**src/rtl/gcdlcm_pkg.sv**
```systemverilog
// gcdlcm_pkg: shared widths, divider request/response types and helpers
// used by the gcd/lcm datapath and its iterative divider; no dependencies
`timescale 1ns / 1ps
`default_nettype none

package gcdlcm_pkg;

  localparam int DATA_W = 32;
  localparam int CNT_W  = $clog2(DATA_W);

  typedef logic [DATA_W-1:0] word_t;

  typedef struct packed {
    logic  start;
    word_t dividend;
    word_t divisor;
  } div_req_t;

  typedef struct packed {
    logic  done;
    word_t quotient;
    word_t remainder;
  } div_rsp_t;

  // magnitude of a two's complement word, read as unsigned
  function automatic word_t mag(input word_t v);
    mag = v[DATA_W-1] ? (~v + word_t'(1)) : v;
  endfunction

  function automatic word_t neg(input word_t v);
    neg = ~v + word_t'(1);
  endfunction

endpackage

`default_nettype wire

```
**src/rtl/gcdlcm_divider.sv**
```systemverilog
// gcdlcm_divider: radix-2 restoring unsigned divider, one quotient bit per cycle
// depends on gcdlcm_pkg for the request/response types
`timescale 1ns / 1ps
`default_nettype none

module gcdlcm_divider
  import gcdlcm_pkg::*;
(
  input  wire logic     clk,
  input  wire logic     rst,
  input  wire div_req_t req,
  output div_rsp_t      rsp
);

  word_t              rem;
  word_t              quo;
  word_t              dsr;
  logic [CNT_W-1:0]   cnt;
  logic               busy;
  logic               done;

  logic [DATA_W:0]    shifted;
  logic [DATA_W+1:0]  diff;

  assign shifted = {rem, quo[DATA_W-1]};
  assign diff    = {1'b0, shifted} - {2'b00, dsr};

  always_ff @(posedge clk) begin
    if (rst) begin
      busy <= 1'b0;
      done <= 1'b0;
      cnt  <= '0;
    end else begin
      done <= 1'b0;
      if (req.start) begin
        busy <= 1'b1;
        cnt  <= '0;
      end else if (busy) begin
        cnt <= cnt + CNT_W'(1);
        if (cnt == CNT_W'(DATA_W - 1)) begin
          busy <= 1'b0;
          done <= 1'b1;
        end
      end
    end
  end

  always_ff @(posedge clk) begin
    if (req.start) begin
      rem <= '0;
      quo <= req.dividend;
      dsr <= req.divisor;
    end else if (busy) begin
      if (!diff[DATA_W+1]) begin
        rem <= diff[DATA_W-1:0];
        quo <= {quo[DATA_W-2:0], 1'b1};
      end else begin
        rem <= shifted[DATA_W-1:0];
        quo <= {quo[DATA_W-2:0], 1'b0};
      end
    end
  end

  assign rsp.done      = done;
  assign rsp.quotient  = quo;
  assign rsp.remainder = rem;

endmodule

`default_nettype wire

```
**src/rtl/gcd_lcm_unit.sv**
```systemverilog
// gcd_lcm_unit: signed gcd by truncating-remainder euclid, then lcm = (a / gcd) * b
// depends on gcdlcm_pkg and gcdlcm_divider (shared by every remainder and the quotient)
//
//   channel  signals                           direction  request
//   in       in_valid in_stall operand_a/b     input      two signed 32-bit operands
//   out      out_valid out_stall divisor       output     gcd, lcm and undefined flag
//            multiple undefined_flag
//
// one request at a time; each euclid step is one pass of the divider plus the check
// state, the lcm quotient is one more pass, then the multiply state
// rst is synchronous and clears the sequencer and the output valid
// a finished result waits in the output register under out_stall; a new request is
// taken meanwhile and only its own result waits for the register to free up
`timescale 1ns / 1ps
`default_nettype none

module gcd_lcm_unit
  import gcdlcm_pkg::*;
(
  input  wire logic               clk,
  input  wire logic               rst,
  input  wire logic               in_valid,
  output logic                    in_stall,
  input  wire logic signed [31:0] operand_a,
  input  wire logic signed [31:0] operand_b,
  output logic                    out_valid,
  input  wire logic               out_stall,
  output logic signed [31:0]      divisor,
  output logic signed [31:0]      multiple,
  output logic                    undefined_flag
);

  localparam logic [2:0] ST_IDLE   = 3'd0;
  localparam logic [2:0] ST_CHECK  = 3'd1;
  localparam logic [2:0] ST_REM    = 3'd2;
  localparam logic [2:0] ST_QUOT   = 3'd3;
  localparam logic [2:0] ST_MUL    = 3'd4;
  localparam logic [2:0] ST_FINISH = 3'd5;

  logic [2:0]     state;
  word_t          x;
  word_t          y;
  word_t          a_hold;
  word_t          b_hold;
  word_t          quot;
  word_t          lcm;
  logic           flag;
  div_req_t       div_req;
  div_rsp_t       div_rsp;
  word_t          prod;

  gcdlcm_divider u_div (
    .clk (clk),
    .rst (rst),
    .req (div_req),
    .rsp (div_rsp)
  );

  assign in_stall = (state != ST_IDLE);
  assign prod     = quot * b_hold;

  always_comb begin
    div_req.start    = 1'b0;
    div_req.dividend = mag(x);
    div_req.divisor  = mag(y);
    if (state == ST_CHECK) begin
      if (y != '0) begin
        div_req.start = 1'b1;
      end else if (x != '0) begin
        div_req.start    = 1'b1;
        div_req.dividend = mag(a_hold);
        div_req.divisor  = mag(x);
      end
    end
  end

  always_ff @(posedge clk) begin
    if (rst) begin
      state     <= ST_IDLE;
      out_valid <= 1'b0;
    end else begin
      if (out_valid && !out_stall && (state != ST_FINISH)) begin
        out_valid <= 1'b0;
      end
      case (state)
        ST_IDLE: begin
          if (in_valid) begin
            state <= ST_CHECK;
          end
        end
        ST_CHECK: begin
          if (y != '0) begin
            state <= ST_REM;
          end else if (x != '0) begin
            state <= ST_QUOT;
          end else begin
            state <= ST_FINISH;
          end
        end
        ST_REM: begin
          if (div_rsp.done) begin
            state <= ST_CHECK;
          end
        end
        ST_QUOT: begin
          if (div_rsp.done) begin
            state <= ST_MUL;
          end
        end
        ST_MUL: begin
          state <= ST_FINISH;
        end
        ST_FINISH: begin
          if (!out_valid || !out_stall) begin
            out_valid <= 1'b1;
            state     <= ST_IDLE;
          end
        end
        default: begin
          state <= ST_IDLE;
        end
      endcase
    end
  end

  always_ff @(posedge clk) begin
    case (state)
      ST_IDLE: begin
        if (in_valid) begin
          x      <= operand_a;
          y      <= operand_b;
          a_hold <= operand_a;
          b_hold <= operand_b;
          flag   <= 1'b0;
        end
      end
      ST_CHECK: begin
        if ((y == '0) && (x == '0)) begin
          flag <= 1'b1;
          lcm  <= '0;
        end
      end
      ST_REM: begin
        if (div_rsp.done) begin
          x <= y;
          y <= x[DATA_W-1] ? neg(div_rsp.remainder) : div_rsp.remainder;
        end
      end
      ST_QUOT: begin
        if (div_rsp.done) begin
          quot <= (a_hold[DATA_W-1] ^ x[DATA_W-1]) ? neg(div_rsp.quotient)
                                                   : div_rsp.quotient;
        end
      end
      ST_MUL: begin
        lcm <= prod;
      end
      ST_FINISH: begin
        if (!out_valid || !out_stall) begin
          divisor        <= x;
          multiple       <= lcm;
          undefined_flag <= flag;
        end
      end
      default: begin
      end
    endcase
  end

  // divider finishes only while the sequencer waits on it
  assert property (@(posedge clk) disable iff (rst)
    div_rsp.done |-> (state == ST_REM || state == ST_QUOT))
    else $error("divider done outside a wait state");

  // a new result is loaded only from the finish state
  assert property (@(posedge clk) disable iff (rst)
    $rose(out_valid) |-> $past(state) == ST_FINISH)
    else $error("result loaded outside finish");

  // undefined lcm comes with zero gcd and zero lcm
  assert property (@(posedge clk) disable iff (rst)
    (out_valid && undefined_flag) |-> (divisor == '0 && multiple == '0))
    else $error("undefined flag with nonzero result");

  // the divider is never started with a zero divisor
  assert property (@(posedge clk) disable iff (rst)
    div_req.start |-> (div_req.divisor != '0))
    else $error("divider started with zero divisor");

endmodule

`default_nettype wire

```
**config.mk**
```make
export PLATFORM = sky130hd
export DESIGN_NAME = gcd_lcm_unit
export DESIGN_NICKNAME = d
export VERILOG_FILES = /design/src/rtl/gcdlcm_pkg.sv /design/src/rtl/gcdlcm_divider.sv /design/src/rtl/gcd_lcm_unit.sv
export SDC_FILE = /design/constraint.sdc
export NUM_CORES = 2
export LEC_CHECK = 0
export BUFFER_PORTS_ARGS = -buffer_cell sky130_fd_sc_hd__buf_2
export CAP_MARGIN = 15
export CORE_MARGIN = 2
export CORE_UTILIZATION = 30
export DETAILED_ROUTE_END_ITERATION = 7
export MAX_ROUTING_LAYER = met4
export SKIP_CTS_REPAIR_TIMING = 1
export SLEW_MARGIN = 10
export SYNTH_ARGS = -nofsm -noshare
export SYNTH_HDL_FRONTEND = slang
export SYNTH_HIERARCHICAL = 1
export SYNTH_SLANG_ARGS = --single-unit
```
**constraint.sdc**
```tcl
create_clock -name clk -period 8.8 [get_ports clk]
set_clock_uncertainty 0.1 [all_clocks]
set_input_delay 1.32 -clock clk [delete_from_list [all_inputs] [get_ports clk]]
set_output_delay 1.32 -clock clk [all_outputs]
set_load 0.005 [all_outputs]
```
; Yosys cells after proc, flatten, opt, wreduce, memory -nomap -nowiden
; Cells that the tools add are included.
[classes]
n_addsub = 7
multipliers = 1
n_eq_ne = 12
n_mux = 38
n_bitwise = 7
reduce_logical = 25
[ops]
columns = operator, n
row1 = $mux W32, 13
row2 = $pmux W32 S2, 3
row3 = $add A32 B1 Y32 const B, 5
row4 = $not A32 Y32, 5
row5 = $mux W65, 2
row6 = $logic_not A32 Y1, 2
row7 = $mux W64, 1
row8 = $reduce_bool A32 Y1, 2
row9 = $sub A33 B32 Y34, 1
row10 = $mul A32 B32 Y32, 1
row11 = $mux W3, 6
row12 = $pmux W3 S6, 1
row13 = $mux W1, 11
row14 = $reduce_and A2 Y1, 4
row15 = $reduce_bool A2 Y1, 4
row16 = $eq A3 B2 Y1 const B, 2
row17 = $eq A3 B3 Y1 const B, 2
row18 = $ne A2 B1 Y1 const B, 3
row19 = $reduce_and A3 Y1, 2
row20 = $add A5 B1 Y5 const B, 1
row21 = $eq A5 B5 Y1 const B, 1
row22 = $ne A2 B2 Y1 const B, 2
row23 = $reduce_and A4 Y1, 1
row24 = $eq A3 B1 Y1 const B, 1
row25 = 11 further kinds, 14
[word_totals]
register_bits = 365

; Longest topological paths before layout
[logic_depth]
word_depth = 7
depth_mapped = 28

; Cells and area by module
; The synthesis kept the hierarchy.
[modules_own_cells]
columns = module, instances, cells_each, area_each_um2
row1 = gcd_lcm_unit, 1, 2799, 28424.8
row2 = gcdlcm_divider, 1, 579, 5840.6

; Least setup slack after synthesis
; Ideal clock, no wire load.
[synth_path]
kind = register -> register
startpoint = reg quot[12]
endpoint = reg lcm[29], data pin
setup_time_ns = 0.266
arrival_time_ns = 6.558
required_ns = 8.434
slack_ns = 1.876
path_stages_with_launch = 25
path_buffers = 2
period_less_slack_ns = 6.924
path_cell_list = edfxtp_1 > clkbuf_1 > clkbuf_1 > and2_1 > fa_1 > fa_1 > fa_1 > inv_1 > fa_1 > inv_1 > fa_1 > inv_1 > fa_1 > inv_1 > fa_1 > fa_1 > ha_1 > a211oi_1 > o21bai_1 > a211oi_1 > o21ai_0 > o31ai_1 > o21ai_0 > xnor2_1 > nor2_1
[synth_between]
elab_chain_len = 2
[synth_lines]
columns = element, line
row1 = from (decl), gcd_lcm_unit.sv:45  ; word_t quot;
row2 = from (signal assigned), gcd_lcm_unit.sv:151  ; quot <= (a_hold[DATA_W-1] ^ x[DATA_W-1]) ? neg(div_rsp.quotient)
row3 = $mul A32 B32 Y32, gcd_lcm_unit.sv:60  ; assign prod = quot * b_hold;
row4 = $pmux W32 S2, gcd_lcm_unit.sv:127  ; case (state)
row5 = to (signal assigned), gcd_lcm_unit.sv:156  ; lcm <= prod;
row6 = to (decl), gcd_lcm_unit.sv:46  ; word_t lcm;
; No other way between the ends.
; A chain may end at the register's enable or synchronous reset.

; Final worst setup path
[layout_path]
startpoint = reg b_hold[6]
endpoint = reg lcm[29], data pin
[layout_between]
elab_chain_len = 2
[layout_lines]
columns = element, line
row1 = from (decl), gcd_lcm_unit.sv:44  ; word_t b_hold;
row2 = from (signal assigned), gcd_lcm_unit.sv:133  ; b_hold <= operand_b;
row3 = $mul A32 B32 Y32, gcd_lcm_unit.sv:60
row4 = $pmux W32 S2, gcd_lcm_unit.sv:127
; No other way between the ends.

==> metrics.md <==
| Metric | Value |
|---|---|
| Ys flop type | edfxtp_1 |
| Wire per inst | between 20 and 25 um |
| Site Rows | about 120 |
| CTS sink count | between 300 and 400 |
| H-tree depth | 2 |
| Largest stage delay on the critical path | roughly 0.95 ns |
| Fin crit share | 0.901 |
| Synth Cell Area | around 34,000 um2 |
| Number of flops mapped to enable cells by yosys | 322 |
| Hold Fails Final Rpt | 0 |
| Unique masters post-synth | 75 |
| DRC Markers | 0 |
| Crit path capture type | register |
| Synthesized flop and latch total | around 370 |
| Leakage power | approximately 16 nW |
| Clock Power Share | 0.120 |
| Die extent in x | roughly 340 um |
| IO Count | approximately 140 |
| Post-Syn Nets | 4,017 |
| Num CTS Buffers | 41 |
| Average size of a mapped cell | between 10 and 15 um2 |
| Internal power | roughly 8.1 mW |
| Gr usage total | 0.178 |
| PwrDens | between 400 and 500 nW/um2 |
| Die area | around 120,000 um2 |
| Reg2Reg Depth | 22 |
| Routed Antenna Nets | 0 |
| Slew Viols, Final | 0 |
| CTS tree | yes |
| Max Cap Viol | 0 |
| Sw Share | 0.487 |
| Routability-driven placement congestion ratio | roughly 0.92 |
| Crit path cell chain | and2_1 -> fa_1 -> fa_1 -> fa_1 -> inv_1 -> fa_1 -> inv_1 -> fa_1 -> inv_1 -> fa_1 -> inv_1 -> fa_1 -> fa_1 -> ha_1 -> a211oi_1 -> o21bai_1 -> a211oi_1 -> o21ai_0 -> o31ai_1 -> o21ai_0 -> xnor2_1 -> nor2_1 |
| Logic gate share of total power | 0.728 |
| Fin crit period | 7.93 ns |
| CTS root buf | clkbuf_16 |
| GRT overflow | 0 |
| Startpoint class of the critical path | register |
| Crit-path max FO | 26 |
| Fmax | 126 MHz |
| Die height | between 300 and 400 um |
| P&R area growth vs syn | 10.9% |
| Cell count after synthesis | 3,378 |
| Layout cell share with drive strength beyond 1 | 0.0983 |
| Critical path depth | 22 |
| Hold path depth | 0 |
| Via/cell ratio | between 4 and 5 |
| Max-slew headroom | 0.319 |
| Starting Density | 0.303 |
| Unrepaired setup endpoints after global routing | no |
| Max VDD drop | just under 0.001 V |
| Setup violators final | 0 |
| First-pass GRT wire length | ~150 mm |
| Sequential share of power | 0.152 |
| Setup_tns | 0 ns |
| Asr flop ratio synth | 0 |
| Core ar. | about 110,000 um2 |
| Initial detailed-routing violation count | 2,207 |
| Synthesis Warnings | 6 |
| Tightest Pin Transition | between 1 and 1.5 ns |
| Via count | between 20k and 25k |
| Util after Layout | 0.336 |
| Clock network latency to the later pin of the worst-skew pair | about 0.62 ns |
| Run status | complete, no violations |
| Slowest cell on crit path | edfxtp_1 |
| Number of global-route vias before repair | 24.9k |
| Crit path top cell by count | fa_1 |
| Sw Pwr | roughly 7.7 mW |
| Antenna violations before repair | 5 |
| Final nets | between 4k and 5k |
| Buffer and inverter count on the worst path | 4 |
| Final wirelength | 101 mm |
| Largest net degree at the start of global routing | 84 |
| IO Port Bufs | 134 |
| CP arrival | between 8 and 9 ns |
| HP Class | register to register |
| Seq/Total Area, Yosys | 0.307 |
| 1st-pass router iterations | 6 |
| Critical path data required time | about 9 ns |
| Crit Path Class | register to register |
| Total power | ~16 mW |
| Delay-heaviest family, CP | adder cells |
| CTS max path bufs | 3 |
| Clock Pin Slew Worst Setup and Hold Paths | roughly 0.06 ns |
| DP Wirelength | 78.6 mm |
## path summary, 6_finish.rpt
path / slack [ns] / start / to
worst min register to register: 0.32 / lcm[7] / multiple[7]
worst max register to register: 0.87 / b_hold[6] / lcm[29]
worst max-delay path: 0.87 / b_hold[6] / lcm[29]
worst min-delay path: 0.32 / lcm[7] / multiple[7]
## flip-flops by register name, indices dropped and copies added (netlist names), 3 cells and up
name       cells
divisor       32
y             32
u_div/quo     32
lcm           32
u_div/cnt      5
x             32
quot          32
u_div/rem     32
b_hold        32
u_div/dsr     32
a_hold        32
state          3
multiple      32
## area by class of cell
type | instances | area, um2
Antenna cell | 2 | 5.00
Clock buffer | 51 | 1090
Clock inverter | 24 | 354
Fill cell | 11549 | 75000
Inverter | 469 | 1760
Multi-Input combinational cell | 2388 | 21300
Sequential cell | 365 | 10500
Tap cell | 1500 | 1880
Timing Repair Buffer | 181 | 1050
## placed cells by master, fill, tap and decap left out, drive strengths merged, types with 10 or more instances in the layout
master,netlist,routed
xnor2,121,121
nor2b,12,12
a21oi,147,147
nor4,10,10
o21ai,96,96
o41ai,20,20
edfxtp,322,322
nand2b,10,10
or3,20,20
fa,409,409
inv,469,474
mux2,64,64
o21a,11,11
and3,12,12
xor2,134,134
or4,19,19
buf,21,181
dfxtp,43,43
and2,321,321
nor3,47,47
clkinv,0,11
nand4,13,13
clkbuf,135,51
a211oi,33,33
mux2i,14,14
o31ai,46,46
ha,162,162
nand3,22,22
nand2,372,372
a21o,23,23
nor2,179,179
## power by group through the flow
| stage | clock network (mW) | registers, mW | logic (mW) |
|---|---|---|---|
| 5_1_grt | 1.99 | 2.42 | 12.9 |
| 4_1_cts | 1.94 | 2.39 | 11.5 |
| 6_report | 1.89 | 2.39 | 11.5 |
| 3_3_place_gp | 0 | 2.42 | 11.2 |
| 2_1_floorplan | 0 | 2.28 | 8.71 |
| 3_5_place_dp | 0 | 2.42 | 11.4 |
## metrics by stage
| stage | std cells | cell area (um2) | hold slack, ns | setup WS [ns] |
|---|---|---|---|---|
| 6_report | 4980 | 38000 | 0.316 | 0.873 |
| 3_5_place_dp | 4901 | 36500 | 0.305 | 0.796 |
| 2_1_floorplan | 3378 | 34300 | 0.300 | 1.88 |
| 3_3_place_gp | 4901 | 36500 | 0.304 | 0.863 |
| 4_1_cts | 4976 | 37900 | 0.315 | 0.848 |
| 5_1_grt | 4979 | 38000 | 0.321 | 0.510 |
## cells in the mapped netlist (6+ instances only)
cell	instances	area [um2]
xor2_1	134	1170
a21o_1	23	173
and3_1	12	75.1
mux2_2	64	721
dfxtp_1	43	861
a22o_1	6	52.6
o21a_1	11	82.6
o41ai_1	19	166
nor4_1	10	62.6
nor2b_1	11	68.8
and2_1	321	2010
nand3_1	22	110
nor2_1	179	672
xnor2_1	121	1060
a31oi_1	7	43.8
fa_1	409	8190
nor3_1	45	225
clkbuf_1	135	507
or3_1	17	106
o21bai_1	8	60.1
a21oi_1	147	736
edfxtp_1	322	9670
nand2_1	372	1400
mux2i_1	14	140
ha_1	162	2030
nand4_1	12	75.1
buf_6	9	101
o21ai_0	93	465
o31ai_1	45	338
inv_1	469	1760
or4_1	16	120
nand2b_1	10	62.6
a211oi_1	32	240
## kinds of logic after synthesis
logic type               synth area share
AND/OR/NAND/NOR                     0.153
buffers and inverters              0.0716
adder cells (fa/ha/maj)             0.298
AO/OA/AOI/OAI                      0.0790
flip-flops                          0.307
XOR/XNOR                           0.0658
multiplexers                       0.0251
## metal layers
metal / vias up / global-route usage / wire length [um]
li1: 11137 / - / -
met1: 12313 / 0.243 / 44100
met2: 968 / 0.278 / 45900
met3: 161 / 0.0223 / 7490
met4: 0 / 0.0540 / 3160
met5: - / - / 0
Note: power is estimated with default switching activity, not from simulation.
